File: src/rtl/bal_pkg.sv
// ----------------------------------------------------------------------------
// bal_pkg: shared types and codes for the bounded array list
// Command, error and field width definitions used by the interfaces,
// the sequencer and the top level.
// ----------------------------------------------------------------------------
package bal_pkg;

   // Fixed field widths of the item channels
   localparam int CMD_W   = 3;
   localparam int VALUE_W = 32;
   localparam int POS_W   = 7;
   localparam int ERR_W   = 2;
   localparam int IDX_W   = 8;
   localparam int COUNT_W = 8;
   localparam int CAP_W   = 8;

   typedef logic [CMD_W-1:0]          cmd_type;
   typedef logic signed [VALUE_W-1:0] value_type;
   typedef logic [POS_W-1:0]          pos_type;
   typedef logic [ERR_W-1:0]          err_type;
   typedef logic signed [IDX_W-1:0]   idx_type;
   typedef logic [COUNT_W-1:0]        count_type;
   typedef logic [CAP_W-1:0]          cap_type;

   // Command codes
   localparam cmd_type CMD_PUSH_END   = 3'd0;
   localparam cmd_type CMD_PUSH_FRONT = 3'd1;
   localparam cmd_type CMD_POP_END    = 3'd2;
   localparam cmd_type CMD_POP_FRONT  = 3'd3;
   localparam cmd_type CMD_REMOVE_AT  = 3'd4;
   localparam cmd_type CMD_FIND       = 3'd5;
   localparam cmd_type CMD_QUERY      = 3'd6;

   // Error codes
   localparam err_type ERR_NONE  = 2'd0;
   localparam err_type ERR_FULL  = 2'd1;
   localparam err_type ERR_EMPTY = 2'd2;
   localparam err_type ERR_RANGE = 2'd3;

   // Index reported when no entry matches
   localparam idx_type IDX_NONE = -8'sd1;

   // Capacity after reset
   localparam cap_type CAP_RESET = 8'd100;

endpackage

File: src/rtl/bal_if.sv
// ----------------------------------------------------------------------------
// bal_if: channel interfaces of the bounded array list
// Command channel, result channel and capacity write channel, each a
// valid/ready handshake with a source and a sink modport.
// ----------------------------------------------------------------------------
interface bal_req_if;
   logic              valid;
   logic              ready;
   bal_pkg::cmd_type   cmd;
   bal_pkg::value_type value;
   bal_pkg::pos_type   position;

   modport source (output valid, output cmd, output value, output position, input ready);
   modport sink   (input valid, input cmd, input value, input position, output ready);
endinterface

interface bal_rsp_if;
   logic               valid;
   logic               ready;
   bal_pkg::err_type    error;
   bal_pkg::idx_type    found_index;
   bal_pkg::value_type  first_value;
   bal_pkg::value_type  last_value;
   bal_pkg::count_type  count;
   logic               is_empty;

   modport source (output valid, output error, output found_index, output first_value,
                   output last_value, output count, output is_empty, input ready);
   modport sink   (input valid, input error, input found_index, input first_value,
                   input last_value, input count, input is_empty, output ready);
endinterface

interface bal_csr_if;
   logic             valid;
   logic             ready;
   bal_pkg::cap_type data;

   modport source (output valid, output data, input ready);
   modport sink   (input valid, input data, output ready);
endinterface

File: src/rtl/bal_ram.sv
// ----------------------------------------------------------------------------
// bal_ram: entry store of the bounded array list
// Simple dual-port synchronous RAM, one write and one read port, read data
// registered and held while no read is issued.
// ----------------------------------------------------------------------------
module bal_ram #(
   parameter int DEPTH      = 128,
   parameter int DATA_WIDTH = 32
) (
   input  logic                      clock,
   input  logic                      wr_en,
   input  logic [$clog2(DEPTH)-1:0]  wr_addr,
   input  logic [DATA_WIDTH-1:0]     wr_data,
   input  logic                      rd_en,
   input  logic [$clog2(DEPTH)-1:0]  rd_addr,
   output logic [DATA_WIDTH-1:0]     rd_data
);

   logic [DATA_WIDTH-1:0] mem [DEPTH];
   logic [DATA_WIDTH-1:0] rd_data_ff;

   // write port
   always_ff @(posedge clock) begin
      if (wr_en) begin
         mem[wr_addr] <= wr_data;
      end
   end

   // registered read port
   always_ff @(posedge clock) begin
      if (rd_en) begin
         rd_data_ff <= mem[rd_addr];
      end
   end

   assign rd_data = rd_data_ff;

endmodule

File: src/rtl/bal_seq.sv
// ----------------------------------------------------------------------------
// bal_seq: command sequencer of the bounded array list
// Decodes one command, walks the entry RAM for shifts and searches, reads
// back the first and last entries and loads the result register.
// ----------------------------------------------------------------------------
module bal_seq #(
   parameter int DEPTH      = 128,
   parameter int DATA_WIDTH = 32
) (
   input  logic                      clock,
   input  logic                      reset,
   input  bal_pkg::cap_type          capacity,
   bal_req_if.sink                   req_bus,
   bal_rsp_if.source                 rsp_bus,
   output logic                      mem_we,
   output logic [$clog2(DEPTH)-1:0]  mem_wa,
   output logic [DATA_WIDTH-1:0]     mem_wd,
   output logic                      mem_re,
   output logic [$clog2(DEPTH)-1:0]  mem_ra,
   input  logic [DATA_WIDTH-1:0]     mem_rd
);
   import bal_pkg::*;

   localparam int AW = $clog2(DEPTH);
   localparam int FW = $clog2(DEPTH + 1);
   localparam int CW = (FW > CAP_W) ? FW : CAP_W;
   localparam int PW = (FW > POS_W) ? FW : POS_W;

   // sequencer states
   localparam logic [3:0] S_IDLE     = 4'd0;
   localparam logic [3:0] S_SHUP     = 4'd1;
   localparam logic [3:0] S_SHDN     = 4'd2;
   localparam logic [3:0] S_TAIL     = 4'd3;
   localparam logic [3:0] S_WFRONT   = 4'd4;
   localparam logic [3:0] S_FIND     = 4'd5;
   localparam logic [3:0] S_RD_FIRST = 4'd6;
   localparam logic [3:0] S_RD_LAST  = 4'd7;
   localparam logic [3:0] S_DONE     = 4'd8;

   logic [3:0]            state_ff,     state_in;
   logic [FW-1:0]         fill_ff,      fill_in;
   logic [FW-1:0]         ptr_ff,       ptr_in;
   logic                  wv_ff,        wv_in;
   logic [AW-1:0]         wa_ff,        wa_in;
   logic                  cmp_v_ff,     cmp_v_in;
   logic [FW-1:0]         cmp_idx_ff,   cmp_idx_in;
   cmd_type               cmd_ff,       cmd_in;
   logic [DATA_WIDTH-1:0] key_ff,       key_in;
   err_type               err_ff,       err_in;
   idx_type               found_ff,     found_in;
   logic [VALUE_W-1:0]    first_ff,     first_in;
   logic                  rsp_valid_ff, rsp_valid_in;
   err_type               rsp_err_ff,   rsp_err_in;
   idx_type               rsp_found_ff, rsp_found_in;
   logic [VALUE_W-1:0]    rsp_first_ff, rsp_first_in;
   logic [VALUE_W-1:0]    rsp_last_ff,  rsp_last_in;
   count_type             rsp_count_ff, rsp_count_in;
   logic                  rsp_empty_ff, rsp_empty_in;

   logic                  req_fire;
   logic                  full;
   logic                  empty;
   logic [PW-1:0]         from_pos;
   logic [FW-1:0]         fill_m1;
   logic [63:0]           value_ext;
   logic [63:0]           rd_ext;
   logic [VALUE_W-1:0]    rd_low;
   logic                  hit;
   logic                  out_free;

   assign req_bus.ready = (state_ff == S_IDLE);
   assign req_fire      = req_bus.valid && req_bus.ready;

   // list status and operand shaping
   assign full      = (CW'(fill_ff) >= CW'(capacity)) || (fill_ff == FW'(DEPTH));
   assign empty     = (fill_ff == '0);
   assign fill_m1   = fill_ff - FW'(1);
   assign from_pos  = (req_bus.cmd == CMD_POP_FRONT) ? '0 : PW'(req_bus.position);
   assign value_ext = {32'b0, req_bus.value};
   assign rd_ext    = 64'(mem_rd);
   assign rd_low    = rd_ext[VALUE_W-1:0];
   assign hit       = cmp_v_ff && (mem_rd == key_ff);
   assign out_free  = !rsp_valid_ff || rsp_bus.ready;

   // next-state logic
   always_comb begin
      state_in     = state_ff;
      fill_in      = fill_ff;
      ptr_in       = ptr_ff;
      wv_in        = wv_ff;
      wa_in        = wa_ff;
      cmp_v_in     = cmp_v_ff;
      cmp_idx_in   = cmp_idx_ff;
      cmd_in       = cmd_ff;
      key_in       = key_ff;
      err_in       = err_ff;
      found_in     = found_ff;
      first_in     = first_ff;
      rsp_valid_in = rsp_valid_ff && !rsp_bus.ready;
      rsp_err_in   = rsp_err_ff;
      rsp_found_in = rsp_found_ff;
      rsp_first_in = rsp_first_ff;
      rsp_last_in  = rsp_last_ff;
      rsp_count_in = rsp_count_ff;
      rsp_empty_in = rsp_empty_ff;
      mem_we       = 1'b0;
      mem_wa       = wa_ff;
      mem_wd       = mem_rd;
      mem_re       = 1'b0;
      mem_ra       = ptr_ff[AW-1:0];

      unique case (state_ff)
         S_IDLE: begin
            if (req_fire) begin
               cmd_in   = req_bus.cmd;
               key_in   = value_ext[DATA_WIDTH-1:0];
               err_in   = ERR_NONE;
               found_in = IDX_NONE;
               wv_in    = 1'b0;
               cmp_v_in = 1'b0;
               state_in = S_RD_FIRST;
               case (req_bus.cmd) inside
                  CMD_PUSH_END: begin
                     if (full) begin
                        err_in = ERR_FULL;
                     end else begin
                        mem_we  = 1'b1;
                        mem_wa  = fill_ff[AW-1:0];
                        mem_wd  = value_ext[DATA_WIDTH-1:0];
                        fill_in = fill_ff + FW'(1);
                     end
                  end
                  CMD_PUSH_FRONT: begin
                     if (full) begin
                        err_in = ERR_FULL;
                     end else if (empty) begin
                        state_in = S_WFRONT;
                     end else begin
                        ptr_in   = fill_m1;
                        state_in = S_SHUP;
                     end
                  end
                  CMD_POP_END: begin
                     if (empty) begin
                        err_in = ERR_EMPTY;
                     end else begin
                        fill_in = fill_m1;
                     end
                  end
                  CMD_POP_FRONT, CMD_REMOVE_AT: begin
                     if (empty) begin
                        err_in = ERR_EMPTY;
                     end else if (from_pos >= PW'(fill_ff)) begin
                        err_in = ERR_RANGE;
                     end else if (from_pos == PW'(fill_m1)) begin
                        fill_in = fill_m1;
                     end else begin
                        ptr_in   = FW'(from_pos + PW'(1));
                        state_in = S_SHDN;
                     end
                  end
                  CMD_FIND: begin
                     ptr_in   = '0;
                     state_in = S_FIND;
                  end
                  default: begin
                  end
               endcase
            end
         end

         // shift up: read downward, write each entry one place higher
         S_SHUP: begin
            mem_we = wv_ff;
            mem_re = 1'b1;
            wv_in  = 1'b1;
            wa_in  = AW'(ptr_ff + FW'(1));
            if (ptr_ff == '0) begin
               state_in = S_TAIL;
            end else begin
               ptr_in = ptr_ff - FW'(1);
            end
         end

         // shift down: read upward, write each entry one place lower
         S_SHDN: begin
            mem_we = wv_ff;
            mem_re = 1'b1;
            wv_in  = 1'b1;
            wa_in  = AW'(ptr_ff - FW'(1));
            if (ptr_ff == fill_m1) begin
               state_in = S_TAIL;
            end else begin
               ptr_in = ptr_ff + FW'(1);
            end
         end

         // drain the last pending shift write
         S_TAIL: begin
            mem_we = wv_ff;
            wv_in  = 1'b0;
            if (cmd_ff == CMD_PUSH_FRONT) begin
               state_in = S_WFRONT;
            end else begin
               fill_in  = fill_m1;
               state_in = S_RD_FIRST;
            end
         end

         S_WFRONT: begin
            mem_we   = 1'b1;
            mem_wa   = '0;
            mem_wd   = key_ff;
            fill_in  = fill_ff + FW'(1);
            state_in = S_RD_FIRST;
         end

         // linear search, each compare comes in the cycle after its read
         S_FIND: begin
            if (hit) begin
               found_in = IDX_W'(cmp_idx_ff);
               cmp_v_in = 1'b0;
               state_in = S_RD_FIRST;
            end else if (ptr_ff < fill_ff) begin
               mem_re     = 1'b1;
               cmp_v_in   = 1'b1;
               cmp_idx_in = ptr_ff;
               ptr_in     = ptr_ff + FW'(1);
            end else begin
               cmp_v_in = 1'b0;
               state_in = S_RD_FIRST;
            end
         end

         S_RD_FIRST: begin
            mem_re   = 1'b1;
            mem_ra   = '0;
            state_in = S_RD_LAST;
         end

         S_RD_LAST: begin
            first_in = rd_low;
            mem_re   = 1'b1;
            mem_ra   = fill_m1[AW-1:0];
            state_in = S_DONE;
         end

         // load the result register once it is free
         S_DONE: begin
            if (out_free) begin
               rsp_valid_in = 1'b1;
               rsp_err_in   = err_ff;
               rsp_found_in = found_ff;
               rsp_first_in = empty ? '0 : first_ff;
               rsp_last_in  = empty ? '0 : rd_low;
               rsp_count_in = COUNT_W'(fill_ff);
               rsp_empty_in = empty;
               state_in     = S_IDLE;
            end
         end

         default: begin
            state_in = S_IDLE;
         end
      endcase
   end

   // control registers
   always_ff @(posedge clock) begin
      if (reset) begin
         state_ff     <= S_IDLE;
         fill_ff      <= '0;
         wv_ff        <= 1'b0;
         cmp_v_ff     <= 1'b0;
         rsp_valid_ff <= 1'b0;
      end else begin
         state_ff     <= state_in;
         fill_ff      <= fill_in;
         wv_ff        <= wv_in;
         cmp_v_ff     <= cmp_v_in;
         rsp_valid_ff <= rsp_valid_in;
      end
   end

   // payload registers
   always_ff @(posedge clock) begin
      ptr_ff       <= ptr_in;
      wa_ff        <= wa_in;
      cmp_idx_ff   <= cmp_idx_in;
      cmd_ff       <= cmd_in;
      key_ff       <= key_in;
      err_ff       <= err_in;
      found_ff     <= found_in;
      first_ff     <= first_in;
      rsp_err_ff   <= rsp_err_in;
      rsp_found_ff <= rsp_found_in;
      rsp_first_ff <= rsp_first_in;
      rsp_last_ff  <= rsp_last_in;
      rsp_count_ff <= rsp_count_in;
      rsp_empty_ff <= rsp_empty_in;
   end

   assign rsp_bus.valid       = rsp_valid_ff;
   assign rsp_bus.error       = rsp_err_ff;
   assign rsp_bus.found_index = rsp_found_ff;
   assign rsp_bus.first_value = rsp_first_ff;
   assign rsp_bus.last_value  = rsp_last_ff;
   assign rsp_bus.count       = rsp_count_ff;
   assign rsp_bus.is_empty    = rsp_empty_ff;

   // fill never exceeds the store
   a_fill_bound: assert property (@(posedge clock) disable iff (reset)
      fill_ff <= FW'(DEPTH))
      else $error("fill above storage depth");

   // fill moves by at most one per cycle
   a_fill_step: assert property (@(posedge clock) disable iff (reset)
      (!$past(reset) && fill_ff != $past(fill_ff)) |->
      ((FW+1)'(fill_ff) == (FW+1)'($past(fill_ff)) + (FW+1)'(1) ||
       (FW+1)'(fill_ff) + (FW+1)'(1) == (FW+1)'($past(fill_ff))))
      else $error("fill jumped by more than one");

   // a shift never writes the entry it reads in the same cycle
   a_no_rw_clash: assert property (@(posedge clock) disable iff (reset)
      (mem_we && mem_re) |-> (mem_wa != mem_ra))
      else $error("read and write of the same entry");

   // a result appears only out of the final state
   a_rsp_from_done: assert property (@(posedge clock) disable iff (reset)
      (!$past(reset) && $rose(rsp_valid_ff)) |-> ($past(state_ff) == S_DONE))
      else $error("result loaded outside final state");

endmodule

File: src/rtl/bounded_array_list.sv
// ----------------------------------------------------------------------------
// bounded_array_list: ordered list of signed values in a RAM
// Top level: capacity register, command sequencer and entry store.
// ----------------------------------------------------------------------------
// Usage:
//   req_bus  carries one command item (cmd, value, position); rsp_bus returns
//   one result item per command (error, found_index, first/last value, count,
//   is_empty). csr_bus writes the capacity register; it is always ready and
//   should only be written while no command is in flight.
// Every command ends by reading back the first and last entries and
// loading the result register, from which rsp_bus takes the result:
//   push front shifts every entry up one place, then writes the front entry.
//   remove at position p shifts the entries above p down one place, unless
//   p is the last entry; pop front is remove at position 0.
//   find compares the entries in order and stops on the first hit.
//   The shifts and the search walk the entry RAM through its single read
//   port, one entry per cycle.
// One command is worked at a time; req_bus is ready whenever the sequencer
// is idle, even while a result still waits in the output register.
// Reset empties the list and sets capacity to 100; the RAM is not cleared.
// When rsp_bus stalls, the next command runs up to its result and then
// waits until the held result is taken.
// ----------------------------------------------------------------------------
module bounded_array_list #(
   parameter int DEPTH      = 128,
   parameter int DATA_WIDTH = 32
) (
   input  logic      clock,
   input  logic      reset,
   bal_req_if.sink   req_bus,
   bal_rsp_if.source rsp_bus,
   bal_csr_if.sink   csr_bus
);
   import bal_pkg::*;

   localparam int AW = $clog2(DEPTH);

   cap_type               capacity_ff;
   logic                  mem_we;
   logic [AW-1:0]         mem_wa;
   logic [DATA_WIDTH-1:0] mem_wd;
   logic                  mem_re;
   logic [AW-1:0]         mem_ra;
   logic [DATA_WIDTH-1:0] mem_rd;

   // capacity register
   assign csr_bus.ready = 1'b1;

   always_ff @(posedge clock) begin
      if (reset) begin
         capacity_ff <= CAP_RESET;
      end else if (csr_bus.valid && csr_bus.ready) begin
         capacity_ff <= csr_bus.data;
      end
   end

   bal_seq #(
      .DEPTH      (DEPTH),
      .DATA_WIDTH (DATA_WIDTH)
   ) u_seq (
      .clock    (clock),
      .reset    (reset),
      .capacity (capacity_ff),
      .req_bus  (req_bus),
      .rsp_bus  (rsp_bus),
      .mem_we   (mem_we),
      .mem_wa   (mem_wa),
      .mem_wd   (mem_wd),
      .mem_re   (mem_re),
      .mem_ra   (mem_ra),
      .mem_rd   (mem_rd)
   );

   bal_ram #(
      .DEPTH      (DEPTH),
      .DATA_WIDTH (DATA_WIDTH)
   ) u_ram (
      .clock   (clock),
      .wr_en   (mem_we),
      .wr_addr (mem_wa),
      .wr_data (mem_wd),
      .rd_en   (mem_re),
      .rd_addr (mem_ra),
      .rd_data (mem_rd)
   );

endmodule
File: src/flat_wrapper.sv
// flat-port wrapper written by rule: the top's interface ports become plain ports
module bounded_array_list_flat import bal_pkg::*;
#(
   parameter int DEPTH      = 128,
   parameter int DATA_WIDTH = 32
)
  (clock, reset, req_bus_valid, req_bus_cmd, req_bus_value, req_bus_position, req_bus_ready, rsp_bus_valid, rsp_bus_error, rsp_bus_found_index, rsp_bus_first_value, rsp_bus_last_value, rsp_bus_count, rsp_bus_is_empty, rsp_bus_ready, csr_bus_valid, csr_bus_data, csr_bus_ready);
  bal_req_if req_bus_i ();
  bal_rsp_if rsp_bus_i ();
  bal_csr_if csr_bus_i ();
  input  logic clock;
  input  logic reset;
  input wire logic [$bits(req_bus_i.valid)-1:0] req_bus_valid;
  input wire logic [$bits(req_bus_i.cmd)-1:0] req_bus_cmd;
  input wire logic [$bits(req_bus_i.value)-1:0] req_bus_value;
  input wire logic [$bits(req_bus_i.position)-1:0] req_bus_position;
  output wire logic [$bits(req_bus_i.ready)-1:0] req_bus_ready;
  output wire logic [$bits(rsp_bus_i.valid)-1:0] rsp_bus_valid;
  output wire logic [$bits(rsp_bus_i.error)-1:0] rsp_bus_error;
  output wire logic [$bits(rsp_bus_i.found_index)-1:0] rsp_bus_found_index;
  output wire logic [$bits(rsp_bus_i.first_value)-1:0] rsp_bus_first_value;
  output wire logic [$bits(rsp_bus_i.last_value)-1:0] rsp_bus_last_value;
  output wire logic [$bits(rsp_bus_i.count)-1:0] rsp_bus_count;
  output wire logic [$bits(rsp_bus_i.is_empty)-1:0] rsp_bus_is_empty;
  input wire logic [$bits(rsp_bus_i.ready)-1:0] rsp_bus_ready;
  input wire logic [$bits(csr_bus_i.valid)-1:0] csr_bus_valid;
  input wire logic [$bits(csr_bus_i.data)-1:0] csr_bus_data;
  output wire logic [$bits(csr_bus_i.ready)-1:0] csr_bus_ready;
  assign req_bus_i.valid = req_bus_valid;
  assign req_bus_i.cmd = req_bus_cmd;
  assign req_bus_i.value = req_bus_value;
  assign req_bus_i.position = req_bus_position;
  assign req_bus_ready = req_bus_i.ready;
  assign rsp_bus_valid = rsp_bus_i.valid;
  assign rsp_bus_error = rsp_bus_i.error;
  assign rsp_bus_found_index = rsp_bus_i.found_index;
  assign rsp_bus_first_value = rsp_bus_i.first_value;
  assign rsp_bus_last_value = rsp_bus_i.last_value;
  assign rsp_bus_count = rsp_bus_i.count;
  assign rsp_bus_is_empty = rsp_bus_i.is_empty;
  assign rsp_bus_i.ready = rsp_bus_ready;
  assign csr_bus_i.valid = csr_bus_valid;
  assign csr_bus_i.data = csr_bus_data;
  assign csr_bus_ready = csr_bus_i.ready;
  bounded_array_list #(.DEPTH(DEPTH), .DATA_WIDTH(DATA_WIDTH)) u_core (.clock(clock), .reset(reset), .req_bus(req_bus_i), .rsp_bus(rsp_bus_i), .csr_bus(csr_bus_i));
endmodule
File: config.mk
export PLATFORM = sky130hd
export DESIGN_NAME = bounded_array_list_flat
export DESIGN_NICKNAME = d
export VERILOG_FILES = /design/src/rtl/bal_pkg.sv /design/src/rtl/bal_if.sv /design/src/rtl/bal_ram.sv /design/src/rtl/bal_seq.sv /design/src/rtl/bounded_array_list.sv /design/src/flat_wrapper.sv
export SDC_FILE = /design/constraint.sdc
export NUM_CORES = 2
export LEC_CHECK = 0
export CORE_ASPECT_RATIO = 1.75
export CORE_MARGIN = 1.5
export CORE_UTILIZATION = 65
export DETAILED_ROUTE_END_ITERATION = 16
export DONT_BUFFER_PORTS = 1
export PLACE_DENSITY_LB_ADDON = 0.15
export SLEW_MARGIN = 20
export SYNTH_ARGS = -nofsm -noshare
export SYNTH_HDL_FRONTEND = slang
export SYNTH_HIERARCHICAL = 1
export SYNTH_SLANG_ARGS = --single-unit
File: constraint.sdc
create_clock -name clock -period 13.7 [get_ports clock]
set_input_delay 2.055 -clock clock [delete_from_list [all_inputs] [get_ports clock]]
set_output_delay 2.055 -clock clock [all_outputs]
set_load 0.01 [all_outputs]
==> flow_summary_export.csv <==
group,metric,value,unit
run_status,status,"finished clean",
clock_tree,cts_buffers,362,
synth,synth_area_leaders,"edfxtp_1, mux4_2, clkbuf_1",
critical_path,crit_fanout,41,
clock_tree,cts_resized,0,
power,power.density,244,nW/um^2
place,gp_congestion,0.973,
timing,setup_tns,0,ns
critical_path,crit_path_start,"u_core/u_seq/state_ff[0]",
power,switching_share,0.351,
power,power,45.1,mW
critical_path,required,14.19,ns
power,p_clk_frac,0.233,
timing,max_freq,0.148,GHz
hold_path,min_from,"u_core/u_seq/found_ff[7]",
hold_path,hp-class,"register to register",
critical_path,max_stage_delay,0.86,ns
clock_tree,clkTransAtPathRegs,0.07,ns
grt,grt_start_max_net_pins,159,
timing,fin_ws,6.95,ns
die,rows,246,
detailed_routing,drt_iter0_drc,10400,
critical_path,timing.rr.start,"u_core/u_seq/state_ff[0]",
synth,synth-main-ff-cell,"edfxtp_1",
critical_path,critical_path_class,"register to register",
timing,fin_crit_sh,0.493,
clock_tree,clock_sinks,4334,
synth,yosys.cell_count.top_type,"edfxtp_1",
layout,drive_above_1_share,0.312,
critical_path,end_kind,"register",
synth,synth.top_cell.area_share,0.775,
synth,synthCells,6867,
flow_run,cap_violations,0,
timing,fin_skew,0.0606,ns
critical_path,arrival,7.24,ns
detailed_routing,drt_pass1_iterations,9,
layout,area_growth,10.8,%
timing,finalMaxSlewViolations,0,
clock_tree,cts_root_buffer,"clkbuf_16",
clock_tree,cts_tree,"done",
power,intPower,29.3,mW
place,hpwl,257000,um
detailed_routing,wire_per_inst,40.2,um
timing,period_minus_slack,6.75,ns
grt,grt_pass1_wl,601000,um
place,placedCellCount,10000,
synth,syn-mean-instance-area,24.3,sq um
timing,setup_viol,0,
grt,grt.overflow.total,0,
layout,finalNetCount,7131,
die,core-area,256000,sq um
clock_tree,clockBufferDepth,4,
power,p_seq_frac,0.401,
critical_path,cp-start-kind,"register",
grt,grt_pass1_vias,77200,
clock_tree,hold_buffers,0,
clock_tree,clock_latency,0.91,ns
detailed_routing,route.detailed.drc,0,
place,port_buffers,0,
synth,synth_common_cells,"edfxtp_1, mux4_2, clkbuf_1, nor2_1, buf_2",
power,p_leak,56.3,nW
die,die_w,386,um
synth,syn_area,167000,sq um
detailed_routing,routed_wl,436000,um
critical_path,critPathSlowestCell,"nor2_4",
synth,yosysWarnings,6,
grt,grt_util_all_layers,0.338,
clock_tree,cts_setup_buffers,0,
synth,synth_cell_types,78,
detailed_routing,via_count,77600,
die,io_pins,141,
die,initial_core_util,0.652,
critical_path,crit_family,"simple AND/OR/NAND/NOR gates",
detailed_routing,vias_per_cell,7.15,
layout,final_cell_count_no_fill,10900,
power,vdd_drop_max,0.000348,V
power,p_comb_frac,0.366,
die,die_y,673,um
clock_tree,htree_levels,5,
timing,whs,0.396,ns
critical_path,cp_num_buf_inv,4,
grt,antenna_found_initial,63,
timing,worst_slew_pin_slew,1.20,ns
critical_path,crit_chain,"or2_1 -> or3_1 -> inv_2 -> nand2_1 -> inv_2 -> and3_1 -> buf_4 -> o21ai_2 -> a22o_1 -> nor2b_1 -> nand2_1 -> buf_4 -> nor2_4",
synth,async_reset_ff_frac,0,
power,p_sw,15.9,mW
place,dp_slack,6.55,ns
synth,yosys.area.top_type,"edfxtp_1",
timing,finalHoldViolCount,0,
detailed_routing,ant_nets,0,
timing,relSlewSlack,0.202,
synth,synth_seq_cells,4334,
synth,synth_fp_nets,6951,
die,dieArea,260000,sq um
synth,synth-edff-count,4311,
synth,seq_area_frac_synth,0.778,
timing,rsz0062_at_grt,"no",
-- cells in the final DEF (no fill, tap or decap), types with 7 or more instances in the layout --
cell type and count:
o21ai_0 21, nand2b_1 12, a21oi_1 25, ha_1 29, o22ai_1 8, nor3_1 14, xor2_1 39, buf_4 135
nand2_1 60, clkinv_4 7, inv_1 29, o221ai_1 7, nor2_4 120, nand3_1 24, nor3_2 11, nor2b_1 79
dfxtp_1 23, or3_1 12, a222oi_1 32, buf_12 42, clkbuf_1 52, clkinvlp_4 20, clkinv_1 72, nor4_1 9
bufinv_16 46, a22o_1 8, mux4_2 1344, nand4_1 7, nor2_1 58, clkinv_2 100, edfxtp_1 4311, diode_2 171
clkbuf_16 374, xnor2_1 24, mux2i_1 10, inv_6 10, mux2_2 33
-- final timing paths --
path	end	slack, ns	depth (start not counted)
min reg2reg	u_core/u_seq/rsp_bus.found_index[7]	0.40	0
max	u_core/u_ram/mem[116][11]	6.95	13
max reg2reg	u_core/u_ram/mem[116][11]	6.95	13
min	u_core/u_seq/rsp_bus.found_index[7]	0.40	0
-- final cells by class --
| cell class | instances | area (sq um) |
|---|---|---|
| Timing Repair Buffer | 185 | 2030 |
| Antenna cell | 171 | 428 |
| Sequential cell | 4334 | 130000 |
| Fill cell | 14000 | 71100 |
| Multi-Input combinational cell | 2099 | 36300 |
| Clock buffer | 426 | 9550 |
| Inverter | 65 | 308 |
| Clock inverter | 227 | 2300 |
| Tap cell | 3348 | 4190 |
-- logic make-up (layout without fill, tap and decap cells) --
family / after synthesis / after routing / synth area share
flip-flops: 4334 / 4334 / 0.778
multiplexers: 1393 / 1393 / 0.185
AND/OR/NAND/NOR: 440 / 440 / 0.0130
buffers and inverters: 434 / 903 / 0.0107
AO/OA/AOI/OAI: 169 / 169 / 0.00768
XOR/XNOR: 67 / 67 / 0.00370
adder cells (fa/ha/maj): 29 / 29 / 0.00217
other: 1 / 172 / 0.0000225
-- power by group through the flow --
stage | sequential [mW] | combinational [mW] | clock (mW)
floorplan | 18.3 | 9.26 | 0
global placement | 18.3 | 15.8 | 0
detailed placement | 18.3 | 16.2 | 0
CTS | 18.1 | 16.3 | 10.6
global route | 18.1 | 16.8 | 11.0
finish | 18.1 | 16.5 | 10.5
-- through the flow --
step | util | area [sq um]
2_1_floorplan | - | 167000
3_3_place_gp | 0.672 | 172000
3_5_place_dp | 0.673 | 172000
4_1_cts | 0.720 | 184000
5_1_grt | 0.722 | 185000
6_report | 0.722 | 185000
-- routing by layer --
layer,track usage,wire length [um],vias up
met4,0.222,34300,24
met2,0.548,220000,4870
li1,-,-,30100
met3,0.0665,40800,962
met5,0,162,-
met1,0.419,141000,41600
-- flip-flops by register name, summed over array words and instances (netlist names), 3 cells and up --
signal and count:
u_core/capacity_ff 8, u_core/u_ram/mem 4096, u_core/u_ram/rd_data 32, u_core/u_seq/cmd_ff 3, u_core/u_seq/cmp_idx_ff 8, u_core/u_seq/fill_ff 8, u_core/u_seq/first_ff 32, u_core/u_seq/found_ff 8
u_core/u_seq/key_ff 32, u_core/u_seq/ptr_ff 8, u_core/u_seq/rsp_bus.count 8, u_core/u_seq/rsp_bus.first_value 32, u_core/u_seq/rsp_bus.found_index 8, u_core/u_seq/rsp_bus.last_value 32, u_core/u_seq/state_ff 4, u_core/u_seq/wa_ff 7
(Power assumes the default switching activity.)
